**config.mk**
```make
export PLATFORM = sky130hd
export DESIGN_NAME = checksummed_response_deframer_flat
export DESIGN_NICKNAME = d
export VERILOG_FILES = /design/src/rtl/crd_pkg.sv /design/src/rtl/crd_if.sv /design/src/rtl/crd_front.sv /design/src/rtl/crd_queue.sv /design/src/rtl/crd_back.sv /design/src/rtl/checksummed_response_deframer.sv /design/src/flat_wrapper.sv
export SDC_FILE = /design/constraint.sdc
export NUM_CORES = 1
export LEC_CHECK = 0
export ABC_CLOCK_PERIOD_IN_PS = 4200
export BUFFER_PORTS_ARGS = -buffer_cell sky130_fd_sc_hd__buf_2
export CAP_MARGIN = 20
export CORE_MARGIN = 2
export CORE_UTILIZATION = 55
export CTS_CLUSTER_SIZE = 30
export DETAILED_ROUTE_END_ITERATION = 10
export PLACE_DENSITY = 0.72
export SLEW_MARGIN = 20
export SYNTH_ARGS = -nofsm -noshare
export SYNTH_HDL_FRONTEND = slang
export SYNTH_SLANG_ARGS = --single-unit
```
**constraint.sdc**
```tcl
create_clock -name clk_i -period 4.2 [get_ports clk_i]
set_input_delay 0.63 -clock clk_i [delete_from_list [all_inputs] [get_ports clk_i]]
set_output_delay 0.63 -clock clk_i [all_outputs]
set_load 0.02 [all_outputs]
```
**src/rtl/crd_pkg.sv**
```systemverilog
package crd_pkg;

  // Payload store sizing, two banks so one frame drains while the next fills
  localparam int MAX_PAYLOAD = 10;
  localparam int IDX_W       = $clog2(MAX_PAYLOAD);
  localparam int STORE_DEPTH = 2 * MAX_PAYLOAD;
  localparam int STORE_AW    = $clog2(STORE_DEPTH);

  // Job queue between parser and result sequencer (depth is a power of two)
  localparam int QDEPTH = 2;
  localparam int QPTR_W = $clog2(QDEPTH);
  localparam int QCNT_W = $clog2(QDEPTH + 1);

  // Frame layout
  localparam logic [7:0] HDR_BYTE   = 8'h55;
  localparam logic [4:0] POS_HDR    = 5'd0;
  localparam logic [4:0] POS_STATUS = 5'd3;
  localparam logic [4:0] POS_LEN    = 5'd4;
  localparam logic [4:0] POS_DATA   = 5'd5;
  localparam logic [4:0] POS_MAX    = 5'd31;

  localparam logic [3:0] MAX_PAYLOAD_RST = 4'd1;
  localparam logic [7:0] LIMIT_CAP       = 8'(MAX_PAYLOAD);

  typedef enum logic [2:0] {
    RC_OK     = 3'd0,
    RC_SHORT  = 3'd1,
    RC_HEADER = 3'd2,
    RC_LONG   = 3'd3,
    RC_CHECK  = 3'd4
  } rc_e;

  typedef enum logic [1:0] {
    B_IDLE,
    B_FETCH,
    B_SHOW
  } back_state_e;

  // One classified frame outcome handed to the result sequencer
  typedef struct packed {
    rc_e        code;
    logic [7:0] status;
    logic [3:0] count;
    logic       bank;
  } crd_job_t;

  // Payload store write request from the parser
  typedef struct packed {
    logic                en;
    logic [STORE_AW-1:0] addr;
    logic [7:0]          data;
  } crd_wr_t;

  function automatic logic [STORE_AW-1:0] store_addr(input logic bank,
                                                     input logic [IDX_W-1:0] idx);
    logic [STORE_AW-1:0] base;
    base = bank ? STORE_AW'(MAX_PAYLOAD) : '0;
    return base + STORE_AW'(idx);
  endfunction

endpackage

```
**src/rtl/crd_if.sv**
```systemverilog
// Input byte/event channel
interface crd_in_if;
  logic       valid;
  logic       ready;
  logic       action;
  logic [7:0] rx_byte;

  modport source (output valid, output action, output rx_byte, input ready);
  modport sink   (input valid, input action, input rx_byte, output ready);
endinterface

// Result channel
interface crd_out_if;
  logic       valid;
  logic       ready;
  logic [2:0] result_code;
  logic [7:0] status_byte;
  logic [3:0] data_count;
  logic [7:0] data_byte;
  logic       data_valid;
  logic       last;

  modport source (output valid, output result_code, output status_byte,
                  output data_count, output data_byte, output data_valid,
                  output last, input ready);
  modport sink   (input valid, input result_code, input status_byte,
                  input data_count, input data_byte, input data_valid,
                  input last, output ready);
endinterface

```
**src/rtl/crd_front.sv**
```systemverilog
module crd_front import crd_pkg::*; (
  input  logic       clk_i,
  input  logic       rst_ni,
  input  logic       cfg_we_i,
  input  logic [3:0] cfg_wdata_i,
  crd_in_if.sink     in_i,
  input  logic       q_full_i,
  input  logic       done_i,
  output logic       push_o,
  output crd_job_t   job_o,
  output crd_wr_t    wr_o
);

  logic [3:0] max_payload_q;
  logic [4:0] pos_q, pos_d;
  logic [7:0] sum_q, sum_d;
  logic       hg_q, hg_d;
  logic [7:0] status_q, status_d;
  logic [3:0] len_q, len_d;
  logic       too_big_q, too_big_d;
  logic       reported_q, reported_d;
  logic       bank_q, bank_d;
  logic [1:0] busy_q, busy_d;
  logic       busy_inc;
  logic       accept;
  logic [7:0] lim;
  logic [7:0] b;
  logic [4:0] rel_pos;

  // Stall while both store banks hold undelivered payloads or the queue is full
  assign in_i.ready = !q_full_i && (busy_q < 2'd2);
  assign accept     = in_i.valid && in_i.ready;
  assign b          = in_i.rx_byte;
  assign rel_pos    = pos_q - POS_DATA;

  // Effective length limit saturates at the size of one store bank
  assign lim = ({4'b0, max_payload_q} > LIMIT_CAP) ? LIMIT_CAP : {4'b0, max_payload_q};

  // Parser: one byte or window event per transfer
  always_comb begin
    pos_d      = pos_q;
    sum_d      = sum_q;
    hg_d       = hg_q;
    status_d   = status_q;
    len_d      = len_q;
    too_big_d  = too_big_q;
    reported_d = reported_q;
    bank_d     = bank_q;
    busy_inc   = 1'b0;
    push_o     = 1'b0;
    job_o      = '{code: RC_OK, status: 8'd0, count: 4'd0, bank: bank_q};
    wr_o       = '{en: 1'b0, addr: store_addr(bank_q, rel_pos[IDX_W-1:0]), data: b};

    if (accept) begin
      if (in_i.action) begin
        // window end: short error unless already reported, then restart
        if (!reported_q) begin
          push_o     = 1'b1;
          job_o.code = RC_SHORT;
        end
        pos_d      = '0;
        sum_d      = '0;
        hg_d       = 1'b0;
        status_d   = '0;
        len_d      = '0;
        too_big_d  = 1'b0;
        reported_d = 1'b0;
      end else if (!reported_q) begin
        if (pos_q == POS_HDR)    hg_d = (b == HDR_BYTE);
        if (pos_q == POS_STATUS) status_d = b;
        if (pos_q == POS_LEN) begin
          too_big_d = (b > lim);
          len_d     = b[3:0];
        end

        if (pos_q == POS_DATA && !hg_q) begin
          reported_d = 1'b1;
          push_o     = 1'b1;
          job_o.code = RC_HEADER;
        end else if (pos_q == POS_DATA && too_big_q) begin
          reported_d   = 1'b1;
          push_o       = 1'b1;
          job_o.code   = RC_LONG;
          job_o.status = status_q;
        end else if (pos_q >= POS_DATA && pos_q == POS_DATA + 5'(len_q)) begin
          // checksum byte
          reported_d   = 1'b1;
          push_o       = 1'b1;
          job_o.status = status_q;
          if (sum_q != b) begin
            job_o.code = RC_CHECK;
          end else begin
            job_o.code  = RC_OK;
            job_o.count = len_q;
            if (len_q != 4'd0) begin
              bank_d   = !bank_q;
              busy_inc = 1'b1;
            end
          end
        end else begin
          if (pos_q >= POS_DATA && 32'(rel_pos) < MAX_PAYLOAD) wr_o.en = 1'b1;
          sum_d = sum_q + b;
          if (pos_q != POS_MAX) pos_d = pos_q + 5'd1;
        end
      end
    end

    busy_d = busy_q + {1'b0, busy_inc} - {1'b0, done_i};
  end

  // Config register
  always_ff @(posedge clk_i or negedge rst_ni) begin
    if (!rst_ni) begin
      max_payload_q <= MAX_PAYLOAD_RST;
    end else if (cfg_we_i) begin
      max_payload_q <= cfg_wdata_i;
    end
  end

  // Parser state
  always_ff @(posedge clk_i or negedge rst_ni) begin
    if (!rst_ni) begin
      pos_q      <= '0;
      sum_q      <= '0;
      hg_q       <= 1'b0;
      status_q   <= '0;
      len_q      <= '0;
      too_big_q  <= 1'b0;
      reported_q <= 1'b0;
      bank_q     <= 1'b0;
      busy_q     <= '0;
    end else begin
      pos_q      <= pos_d;
      sum_q      <= sum_d;
      hg_q       <= hg_d;
      status_q   <= status_d;
      len_q      <= len_d;
      too_big_q  <= too_big_d;
      reported_q <= reported_d;
      bank_q     <= bank_d;
      busy_q     <= busy_d;
    end
  end

endmodule

```
**src/rtl/crd_queue.sv**
```systemverilog
module crd_queue import crd_pkg::*; (
  input  logic     clk_i,
  input  logic     rst_ni,
  input  logic     push_i,
  input  crd_job_t push_data_i,
  output logic     full_o,
  input  logic     pop_i,
  output crd_job_t pop_data_o,
  output logic     empty_o
);

  crd_job_t          slots_q [QDEPTH];
  logic [QPTR_W-1:0] wr_ptr_q, rd_ptr_q;
  logic [QCNT_W-1:0] cnt_q;

  assign full_o     = (cnt_q == QCNT_W'(QDEPTH));
  assign empty_o    = (cnt_q == '0);
  assign pop_data_o = slots_q[rd_ptr_q];

  // Pointers and fill count
  always_ff @(posedge clk_i or negedge rst_ni) begin
    if (!rst_ni) begin
      wr_ptr_q <= '0;
      rd_ptr_q <= '0;
      cnt_q    <= '0;
    end else begin
      if (push_i) wr_ptr_q <= wr_ptr_q + QPTR_W'(1);
      if (pop_i)  rd_ptr_q <= rd_ptr_q + QPTR_W'(1);
      cnt_q <= cnt_q + QCNT_W'(push_i) - QCNT_W'(pop_i);
    end
  end

  // Slot storage
  always_ff @(posedge clk_i) begin
    if (push_i) slots_q[wr_ptr_q] <= push_data_i;
  end

endmodule

```
**src/rtl/crd_back.sv**
```systemverilog
module crd_back import crd_pkg::*; (
  input  logic     clk_i,
  input  logic     rst_ni,
  input  crd_wr_t  wr_i,
  input  logic     q_empty_i,
  input  crd_job_t q_data_i,
  output logic     pop_o,
  output logic     done_o,
  crd_out_if.source out_o
);

  back_state_e       state_q, state_d;
  crd_job_t          job_q, job_d;
  logic [IDX_W-1:0]  idx_q, idx_d;
  logic [7:0]        mem [STORE_DEPTH];
  logic [7:0]        rdata_q;
  logic              single;
  logic              last_data;

  // Error or empty payload gives exactly one result
  assign single    = (job_q.code != RC_OK) || (job_q.count == 4'd0);
  assign last_data = (32'(idx_q) + 32'd1 == 32'(job_q.count));

  // Payload store: written by the parser, read one byte per result
  always_ff @(posedge clk_i) begin
    if (wr_i.en) mem[wr_i.addr] <= wr_i.data;
    rdata_q <= mem[store_addr(job_q.bank, idx_q)];
  end

  // Result sequencer
  always_comb begin
    state_d = state_q;
    job_d   = job_q;
    idx_d   = idx_q;
    pop_o   = 1'b0;
    done_o  = 1'b0;
    case (state_q)
      B_IDLE: begin
        if (!q_empty_i) begin
          pop_o = 1'b1;
          job_d = q_data_i;
          idx_d = '0;
          if (q_data_i.code != RC_OK || q_data_i.count == 4'd0) state_d = B_SHOW;
          else                                                  state_d = B_FETCH;
        end
      end
      B_FETCH: state_d = B_SHOW;
      B_SHOW: begin
        if (out_o.ready) begin
          if (single || last_data) begin
            state_d = B_IDLE;
            done_o  = !single;
          end else begin
            idx_d   = idx_q + IDX_W'(1);
            state_d = B_FETCH;
          end
        end
      end
      default: state_d = B_IDLE;
    endcase
  end

  always_ff @(posedge clk_i or negedge rst_ni) begin
    if (!rst_ni) begin
      state_q <= B_IDLE;
    end else begin
      state_q <= state_d;
    end
  end

  always_ff @(posedge clk_i) begin
    job_q <= job_d;
    idx_q <= idx_d;
  end

  // Result payload
  assign out_o.valid       = (state_q == B_SHOW);
  assign out_o.result_code = job_q.code;
  assign out_o.status_byte = job_q.status;
  assign out_o.data_count  = job_q.count;
  assign out_o.data_byte   = single ? 8'd0 : rdata_q;
  assign out_o.data_valid  = !single;
  assign out_o.last        = single || last_data;

endmodule

```
**src/rtl/checksummed_response_deframer.sv**
```systemverilog
// Channel    Dir  Payload                                         Transfer
// in_i       in   action, rx_byte                                 valid & ready
// out_o      out  result_code, status_byte, data_count,           valid & ready
//                 data_byte, data_valid, last
// cfg        in   cfg_wdata_i (max_payload)                       cfg_we_i
//
// An input byte is parsed in the cycle of its transfer; a frame outcome goes into a
// two-entry job queue. Each result is read from the payload store, then shown, and
// the next byte is fetched only once the shown result is taken by out_o.ready.
// Input stalls while the queue is full or both payload store banks await draining.
// Reset is asynchronous, active low; it clears control state and sets max_payload to 1.
module checksummed_response_deframer import crd_pkg::*; (
  input  logic       clk_i,
  input  logic       rst_ni,
  input  logic       cfg_we_i,
  input  logic [3:0] cfg_wdata_i,
  crd_in_if.sink     in_i,
  crd_out_if.source  out_o
);

  logic     q_push, q_pop, q_full, q_empty, done;
  crd_job_t push_job, pop_job;
  crd_wr_t  wr;

  crd_front u_front (
    .clk_i       (clk_i),
    .rst_ni      (rst_ni),
    .cfg_we_i    (cfg_we_i),
    .cfg_wdata_i (cfg_wdata_i),
    .in_i        (in_i),
    .q_full_i    (q_full),
    .done_i      (done),
    .push_o      (q_push),
    .job_o       (push_job),
    .wr_o        (wr)
  );

  crd_queue u_queue (
    .clk_i       (clk_i),
    .rst_ni      (rst_ni),
    .push_i      (q_push),
    .push_data_i (push_job),
    .full_o      (q_full),
    .pop_i       (q_pop),
    .pop_data_o  (pop_job),
    .empty_o     (q_empty)
  );

  crd_back u_back (
    .clk_i     (clk_i),
    .rst_ni    (rst_ni),
    .wr_i      (wr),
    .q_empty_i (q_empty),
    .q_data_i  (pop_job),
    .pop_o     (q_pop),
    .done_o    (done),
    .out_o     (out_o)
  );

  // Parser never pushes into a full queue
  a_no_overflow: assert property (@(posedge clk_i) disable iff (!rst_ni)
    q_push |-> !q_full) else $error("job pushed into full queue");

  // Sequencer never pops an empty queue
  a_no_underflow: assert property (@(posedge clk_i) disable iff (!rst_ni)
    q_pop |-> !q_empty) else $error("job popped from empty queue");

  // A result without payload is always the only one of its frame
  a_single_last: assert property (@(posedge clk_i) disable iff (!rst_ni)
    out_o.valid && !out_o.data_valid |-> out_o.last)
    else $error("payload-less result not marked last");

  // Bank release only on the final payload transfer
  a_done_on_last: assert property (@(posedge clk_i) disable iff (!rst_ni)
    done |-> out_o.valid && out_o.ready && out_o.last && out_o.data_valid)
    else $error("store bank released early");

endmodule

```
**src/flat_wrapper.sv**
```systemverilog
// flat-port wrapper written by rule: the top's interface ports become plain ports
module checksummed_response_deframer_flat import crd_pkg::*;
  (clk_i, rst_ni, cfg_we_i, cfg_wdata_i, in_i_valid, in_i_action, in_i_rx_byte, in_i_ready, out_o_valid, out_o_result_code, out_o_status_byte, out_o_data_count, out_o_data_byte, out_o_data_valid, out_o_last, out_o_ready);
  crd_in_if in_i_i ();
  crd_out_if out_o_i ();
  input  logic clk_i;
  input  logic rst_ni;
  input  logic cfg_we_i;
  input  logic [3:0] cfg_wdata_i;
  input wire logic [$bits(in_i_i.valid)-1:0] in_i_valid;
  input wire logic [$bits(in_i_i.action)-1:0] in_i_action;
  input wire logic [$bits(in_i_i.rx_byte)-1:0] in_i_rx_byte;
  output wire logic [$bits(in_i_i.ready)-1:0] in_i_ready;
  output wire logic [$bits(out_o_i.valid)-1:0] out_o_valid;
  output wire logic [$bits(out_o_i.result_code)-1:0] out_o_result_code;
  output wire logic [$bits(out_o_i.status_byte)-1:0] out_o_status_byte;
  output wire logic [$bits(out_o_i.data_count)-1:0] out_o_data_count;
  output wire logic [$bits(out_o_i.data_byte)-1:0] out_o_data_byte;
  output wire logic [$bits(out_o_i.data_valid)-1:0] out_o_data_valid;
  output wire logic [$bits(out_o_i.last)-1:0] out_o_last;
  input wire logic [$bits(out_o_i.ready)-1:0] out_o_ready;
  assign in_i_i.valid = in_i_valid;
  assign in_i_i.action = in_i_action;
  assign in_i_i.rx_byte = in_i_rx_byte;
  assign in_i_ready = in_i_i.ready;
  assign out_o_valid = out_o_i.valid;
  assign out_o_result_code = out_o_i.result_code;
  assign out_o_status_byte = out_o_i.status_byte;
  assign out_o_data_count = out_o_i.data_count;
  assign out_o_data_byte = out_o_i.data_byte;
  assign out_o_data_valid = out_o_i.data_valid;
  assign out_o_last = out_o_i.last;
  assign out_o_i.ready = out_o_ready;
  checksummed_response_deframer u_core (.clk_i(clk_i), .rst_ni(rst_ni), .cfg_we_i(cfg_we_i), .cfg_wdata_i(cfg_wdata_i), .in_i(in_i_i), .out_o(out_o_i));
endmodule
```
==> flow_metrics.tcl, run 1 <==
set metrics [dict create \
    path_depth 8 \
    clkLatencyLatePin_ns 0.54 \
    critPathKind "reg -> reg" \
    root_buffer "clkbuf_16" \
    grt_pass1_vias 6395 \
    setup_ws_ns 0.504 \
    slowest_delay_ns 0.77 \
    rows 52 \
    critical_path.slowest_cell "nand3_1" \
    grt_max_degree 42 \
    place.gp.congestion 0.839 \
    layout-drive-gt1-share_pct 24.7 \
    gr-usage-met1_pct 30.5 \
    syn_nets 741 \
    busiest_layer "met2" \
    yosys_warnings 0 \
    reg2reg_depth 8 \
    cp-end-kind "flop" \
    cts_max_path_buffers 3 \
    ys_ff_latch 261 \
    start_util_pct 56.4 \
    port_buffers 44 \
    power_mw 9.06 \
    area_growth_pct 12.6 \
    post_drt_wl_per_cell_um 22.4 \
    post-cts-setup-buffers 0 \
    holdCritPathClass "in -> async" \
    grt_overflow 0 \
    num_io_pins 45 \
    ys_types 69 \
    worstSetupStartpointType "flop" \
    tightest_slew_ns 0.838 \
    synthCells 693 \
    ir_worst_vdd_uv 443 \
    crit_chain "ha_1, xnor2_1, o21ai_0, and3_1, o2111ai_2, nand3_1, nor4_1, buf_4" \
    grt_usage_pct 21.9 \
    post_cts.resized_instances 0 \
    dr.first_iter.drc_count 595 \
    firstDrtPassIters 6 \
    synth_area_um2 11500 \
    dp_hpwl_um 15300 \
    viasPerCell 6.07 \
    dominantRegCellSynth "edfxtp_1" \
    layout_commonest_cell "edfxtp_1" \
    grtUsageMet3_pct 4.74 \
    async_reset_ff_share_pct 15.7 \
    setup-violations-final 0 \
    cellPowerDensity_nw_per_um2 698 \
    met2_usage_pct 35.6 \
    core_um2 20400 \
    synth-edff-count 212 \
    status "finished clean" \
    crit_family "simple AND/OR/NAND/NOR gates" \
    worstPathBufferInverterCount 1 \
    cts_max_level 1 \
    clock-sinks 261 \
    antenna_found_initial 0 \
    cts_buffers 27 \
    drt-total-wl_um 23400 \
    hold_violations 0 \
    rsz0062_at_grt "false" \
    arrival_ns 3.93 \
    ys_seq_area_share_pct 65.5 \
    hold_buffers 0 \
    fin_crit_sh_pct 88.0 \
    slew_viol_final 0 \
    grt_pass1_wl_um 36500 \
    power.leakage_nw 4.73 \
    layout_common_cells "edfxtp_1 (212), buf_2 (43), dfrtp_1 (40)" \
    final.setup.tns_ns 0 \
    slew_headroom_pct 44.2 \
    cp.required_ns 4.43 \
    drv_cap 0 \
    avgSynthCellArea_um2 16.6 \
    fmax_mhz 271 \
    antenna_left 0 \
    die_area_um2 22100 \
    period_minus_slack_ns 3.70 \
    dp_slack_ns 0.551 \
    die_y_um 149 \
    nFillCells 1464 \
    drc_errors 0 \
    die_w_um 149 \
    vias 6334 \
    crit_fanout 20 \
    final_nets 800 \
    cts_tree "yes" \
    clkTransAtPathRegs_ns 0.06 \
    skew_ns 0.0247 \
]
Yosys cell counts, drive strengths merged (2+ instances only):
cell type | number | area [um^2]
edfxtp | 212 | 6370
mux4 | 48 | 1150
dfrtp | 40 | 1000
buf | 33 | 240
nor4 | 31 | 206
ha | 29 | 363
mux2 | 27 | 304
nand2 | 27 | 101
and2 | 24 | 150
nor2 | 23 | 88.8
xnor2 | 21 | 184
a21oi | 19 | 103
a22o | 16 | 140
inv | 16 | 60.1
o21ai | 15 | 75.1
clkbuf | 10 | 37.5
xor2 | 10 | 87.6
nand3 | 9 | 45.0
dfxtp | 8 | 160
mux2i | 8 | 80.1
nor2b | 8 | 57.6
nand2b | 6 | 37.5
nor3 | 6 | 30.0
a31oi | 4 | 40.0
a21o | 3 | 22.5
nor4b | 3 | 47.5
a22oi | 2 | 15.0
and3 | 2 | 12.5
nor3b | 2 | 15.0
o211ai | 2 | 15.0
o21a | 2 | 15.0
o22ai | 2 | 12.5
o31ai | 2 | 15.0
or2 | 2 | 12.5
or3 | 2 | 12.5
final timing paths:
path,slack [ns],end,start
min reg2reg,0.50,u_core.u_front.busy_q[0]$_DFF_PN0_,u_core.u_front.busy_q[0]$_DFF_PN0_
min,0.10,u_core.u_front.status_q[0]$_DFFE_PN0P_,rst_ni
max in group asynchronous,3.71,u_core.u_front.max_payload_q[0]$_DFFE_PN1P_,rst_ni
max reg2reg,0.50,u_core.u_back.mem[2][3]$_DFFE_PP_,u_core.u_front.len_q[0]$_DFFE_PN0P_
min in group clk_i,0.32,u_core.u_front.max_payload_q[3]$_DFFE_PN0P_,cfg_wdata_i[3]
max,0.50,u_core.u_back.mem[2][3]$_DFFE_PP_,u_core.u_front.len_q[0]$_DFFE_PN0P_
stage by stage:
| step | util, % | hold slack [ns] | cell area [um^2] | cells |
|---|---|---|---|---|
| after floorplan | - | 0.334 | 11500 | 693 |
| after global placement | 59.0 | 0.464 | 12000 | 993 |
| after detailed placement | 59.0 | 0.484 | 12000 | 993 |
| after CTS | 63.5 | 0.301 | 13000 | 1043 |
| after global routing | 63.5 | 0.140 | 13000 | 1043 |
| final | 63.5 | 0.104 | 13000 | 1044 |
area by class of cell:
class                           count  area, um^2  share of cell area [%]
Clock inverter                     14         184                    1.42
Antenna cell                        1        2.50                  0.0193
Inverter                           16        60.1                   0.463
Sequential cell                   261        7550                    58.2
Multi-Input combinational cell    373        3650                    28.2
Timing Repair Buffer               73         440                    3.39
Clock buffer                       36         749                    5.77
Tap cell                          270         338                    2.60
per-layer routing:
metal	part of all wire, %	vias up
met5	0	-
met4	2.1	0
met3	7.5	37
met2	48	249
met1	42	3199
li1	-	2849
kinds of logic after synthesis:
family	count (synthesis)	share of synthesized area (%)
xor+xnor	31	2.35
fa+ha+maj	30	3.32
buf+inv	59	2.93
flops	261	65.5
simple gates	153	7.87
mux	83	13.3
compound gates	76	4.71
report_power, final:
group          switching (mW)  internal, mW  total [mW]
registers               0.286          3.18        3.47
logic                    1.66          1.46        3.12
clock network           0.964          1.50        2.47
registers in the layout, summed over array words and instances, names as in the netlist, 3 cells and up:
signal / count
u_core.u_back.idx_q: 4
u_core.u_back.out_o.status_byte: 8
u_core.u_front.sum_q: 8
u_core.u_back.mem: 160
u_core.u_back.out_o.data_count: 4
u_core.u_front.max_payload_q: 4
u_core.u_back.out_o.result_code: 3
u_core.u_front.len_q: 4
u_core.u_back.rdata_q: 8
u_core.u_front.status_q: 8
u_core.u_queue.slots_q: 32
u_core.u_front.pos_q: 5
(Power assumes the default switching activity.)
==> run 2, diff against run 1 <==
--- a/config.mk
+++ b/config.mk
@@ -10,6 +10,7 @@
 export CAP_MARGIN = 20
 export CORE_MARGIN = 2
 export CORE_UTILIZATION = 55
+export CTS_BUF_LIST = sky130_fd_sc_hd__clkbuf_4
 export CTS_CLUSTER_SIZE = 30
 export DETAILED_ROUTE_END_ITERATION = 10
 export PLACE_DENSITY = 0.72
==> flow_metrics.tcl, run 2 (same netlist as run 1, synthesis figures left out) <==
set metrics [dict create \
    status "finished clean" \
    drc_errors 0 \
    cp.required_ns 4.54 \
    p_int_mw 5.70 \
    seq_area_um2 7550 \
    die_area_um2 22100 \
    post-cts-setup-buffers 0 \
    hold_violations 0 \
    area_growth_pct 11.5 \
    final.setup.tns_ns 0 \
    clkLatencyLatePin_ns 0.64 \
    vias 6547 \
    cts_buffers 67 \
    cp-end-kind "flop" \
    num_io_pins 45 \
    pwr-share-seq_pct 40.3 \
    viasPerCell 5.91 \
    dr.first_iter.drc_count 497 \
    slew_headroom_pct 43.9 \
    core_um2 20400 \
    final_nets 841 \
    pwr-share-comb_pct 36.2 \
    start_util_pct 56.4 \
    power.leakage_nw 4.76 \
    ir_worst_vdd_uv 324 \
    grt_max_degree 42 \
    skew_ns 0.0272 \
    clockPowerShare_pct 23.5 \
    cts_max_path_buffers 3 \
    slew_viol_final 0 \
    clock-sinks 261 \
    fmax_mhz 268 \
    critPathKind "reg -> reg" \
    post_drt_wl_per_cell_um 21.3 \
    place.gp.congestion 0.839 \
    fin_util_pct 62.9 \
    clkTransAtPathRegs_ns 0.06 \
    die_w_um 149 \
    p_sw_share_pct 33.7 \
    nFillCells 1517 \
    setup-violations-final 0 \
    rows 52 \
    layout-drive-gt1-share_pct 30.0 \
    dp_hpwl_um 15300 \
    holdCritPathClass "in -> reg" \
    crit_fanout 20 \
    p_sw_mw 2.89 \
    worstSetupStartpointType "flop" \
    die_y_um 149 \
    grt_pass1_vias 6796 \
    layout_commonest_cell "edfxtp_1" \
    antenna_left 0 \
    fin_crit_sh_pct 88.7 \
    rsz0062_at_grt "false" \
    cts_max_level 3 \
    reg_top3 "u_core.u_back.mem (160), u_core.u_queue.slots_q (32)" \
    port_buffers 44 \
    cts_tree "yes" \
    root_buffer "clkbuf_4" \
    grt_pass1_wl_um 36800 \
    regMostFlops "u_core.u_back.mem" \
    firstDrtPassIters 5 \
    grt_usage_pct 22.3 \
    largest_reg_flops 160 \
    drt-total-wl_um 23600 \
    drv_cap 0 \
    grt_overflow 0 \
    multiInputGateArea_um2 3650 \
    antenna_found_initial 0 \
    tightest_slew_ns 0.842 \
    layout_common_cells "edfxtp_1 (212), clkbuf_4 (97), buf_2 (43)" \
    holdWs_ns 0.217 \
    period_minus_slack_ns 3.72 \
    arrival_ns 4.07 \
    cellPowerDensity_nw_per_um2 669 \
]
[run 2: cell types whose count changed in the layout (fill, tap and decap cells not counted), sizes merged]
cell / previous run / this run
clkbuf: 36 / 97
bufinv: 4 / 0
dlygate4sd3: 0 / 1
clkinv: 6 / 12
[run 2: path summary, 6_finish.rpt]
path,end,slack (ns),cells after the start,from
hold / removal,u_core.u_front.max_payload_q[3]$_DFFE_PN0P_,0.22,3,cfg_wdata_i[3]
max in group asynchronous,u_core.u_front.max_payload_q[0]$_DFFE_PN1P_,3.26,2,rst_ni
setup reg to reg,u_core.u_back.mem[0][7]$_DFFE_PP_,0.48,8,u_core.u_front.len_q[0]$_DFFE_PN0P_
setup / recovery,u_core.u_back.mem[0][7]$_DFFE_PP_,0.48,8,u_core.u_front.len_q[0]$_DFFE_PN0P_
hold reg to reg,u_core.u_front.busy_q[0]$_DFF_PN0_,0.49,1,u_core.u_front.busy_q[0]$_DFF_PN0_
min in group asynchronous,u_core.u_front.status_q[1]$_DFFE_PN0P_,0.53,2,rst_ni
[run 2: power groups by stage]
stage	clock network [mW]	logic, mW	registers (mW)
2_1_floorplan	0	2.55	3.36
3_3_place_gp	0	3.06	3.51
6_report	2.02	3.11	3.47
3_5_place_dp	0	3.14	3.52
5_1_grt	2.21	3.40	3.51
4_1_cts	2.08	3.15	3.47
[run 2: repair_timing]
item,in CTS,in global routing
gates resized for setup,0,0
endpoints found under the hold margin,0,13
hold buffers,0,1
[run 2: layer usage]
layer / track usage (%) / vias to the layer above / routed length (um)
li1: - / 2958 / -
met1: 29.6 / 3271 / 9780
met2: 35.4 / 274 / 11400
met3: 6.48 / 44 / 1840
met4: 8.24 / 0 / 548
met5: 0 / - / 0
[run 2: layout make-up]
cell class / count / share of cell area, %
diodes: 1 / 0.0195
multi-input cells: 373 / 28.4
clock buffers: 97 / 5.66
repair buffers: 74 / 3.50
inverters: 16 / 0.467
clock inverters: 16 / 0.545
flip-flops and latches: 261 / 58.7
well taps: 270 / 2.63
[run 2: worst max-delay path, stage by stage, from the launching register on]
cell and delay, ns:
dfrtp_1 0.44, ha_1 0.27, xnor2_1 0.20, o21ai_0 0.09, and3_1 0.21, o2111ai_2 0.62
nand3_1 0.77, nor4_1 0.59, buf_4 0.22
[run 2: stage by stage]
| step | power (mW) | instances | area [um^2] | setup WS [ns] |
|---|---|---|---|---|
| global placement | 6.57 | 993 | 12000 | 0.543 |
| floorplan | 5.92 | 693 | 11500 | 0.954 |
| finish | 8.60 | 1108 | 12900 | 0.475 |
| detailed placement | 6.66 | 993 | 12000 | 0.551 |
| global route | 9.11 | 1107 | 12900 | 0.255 |
| CTS | 8.70 | 1106 | 12800 | 0.515 |
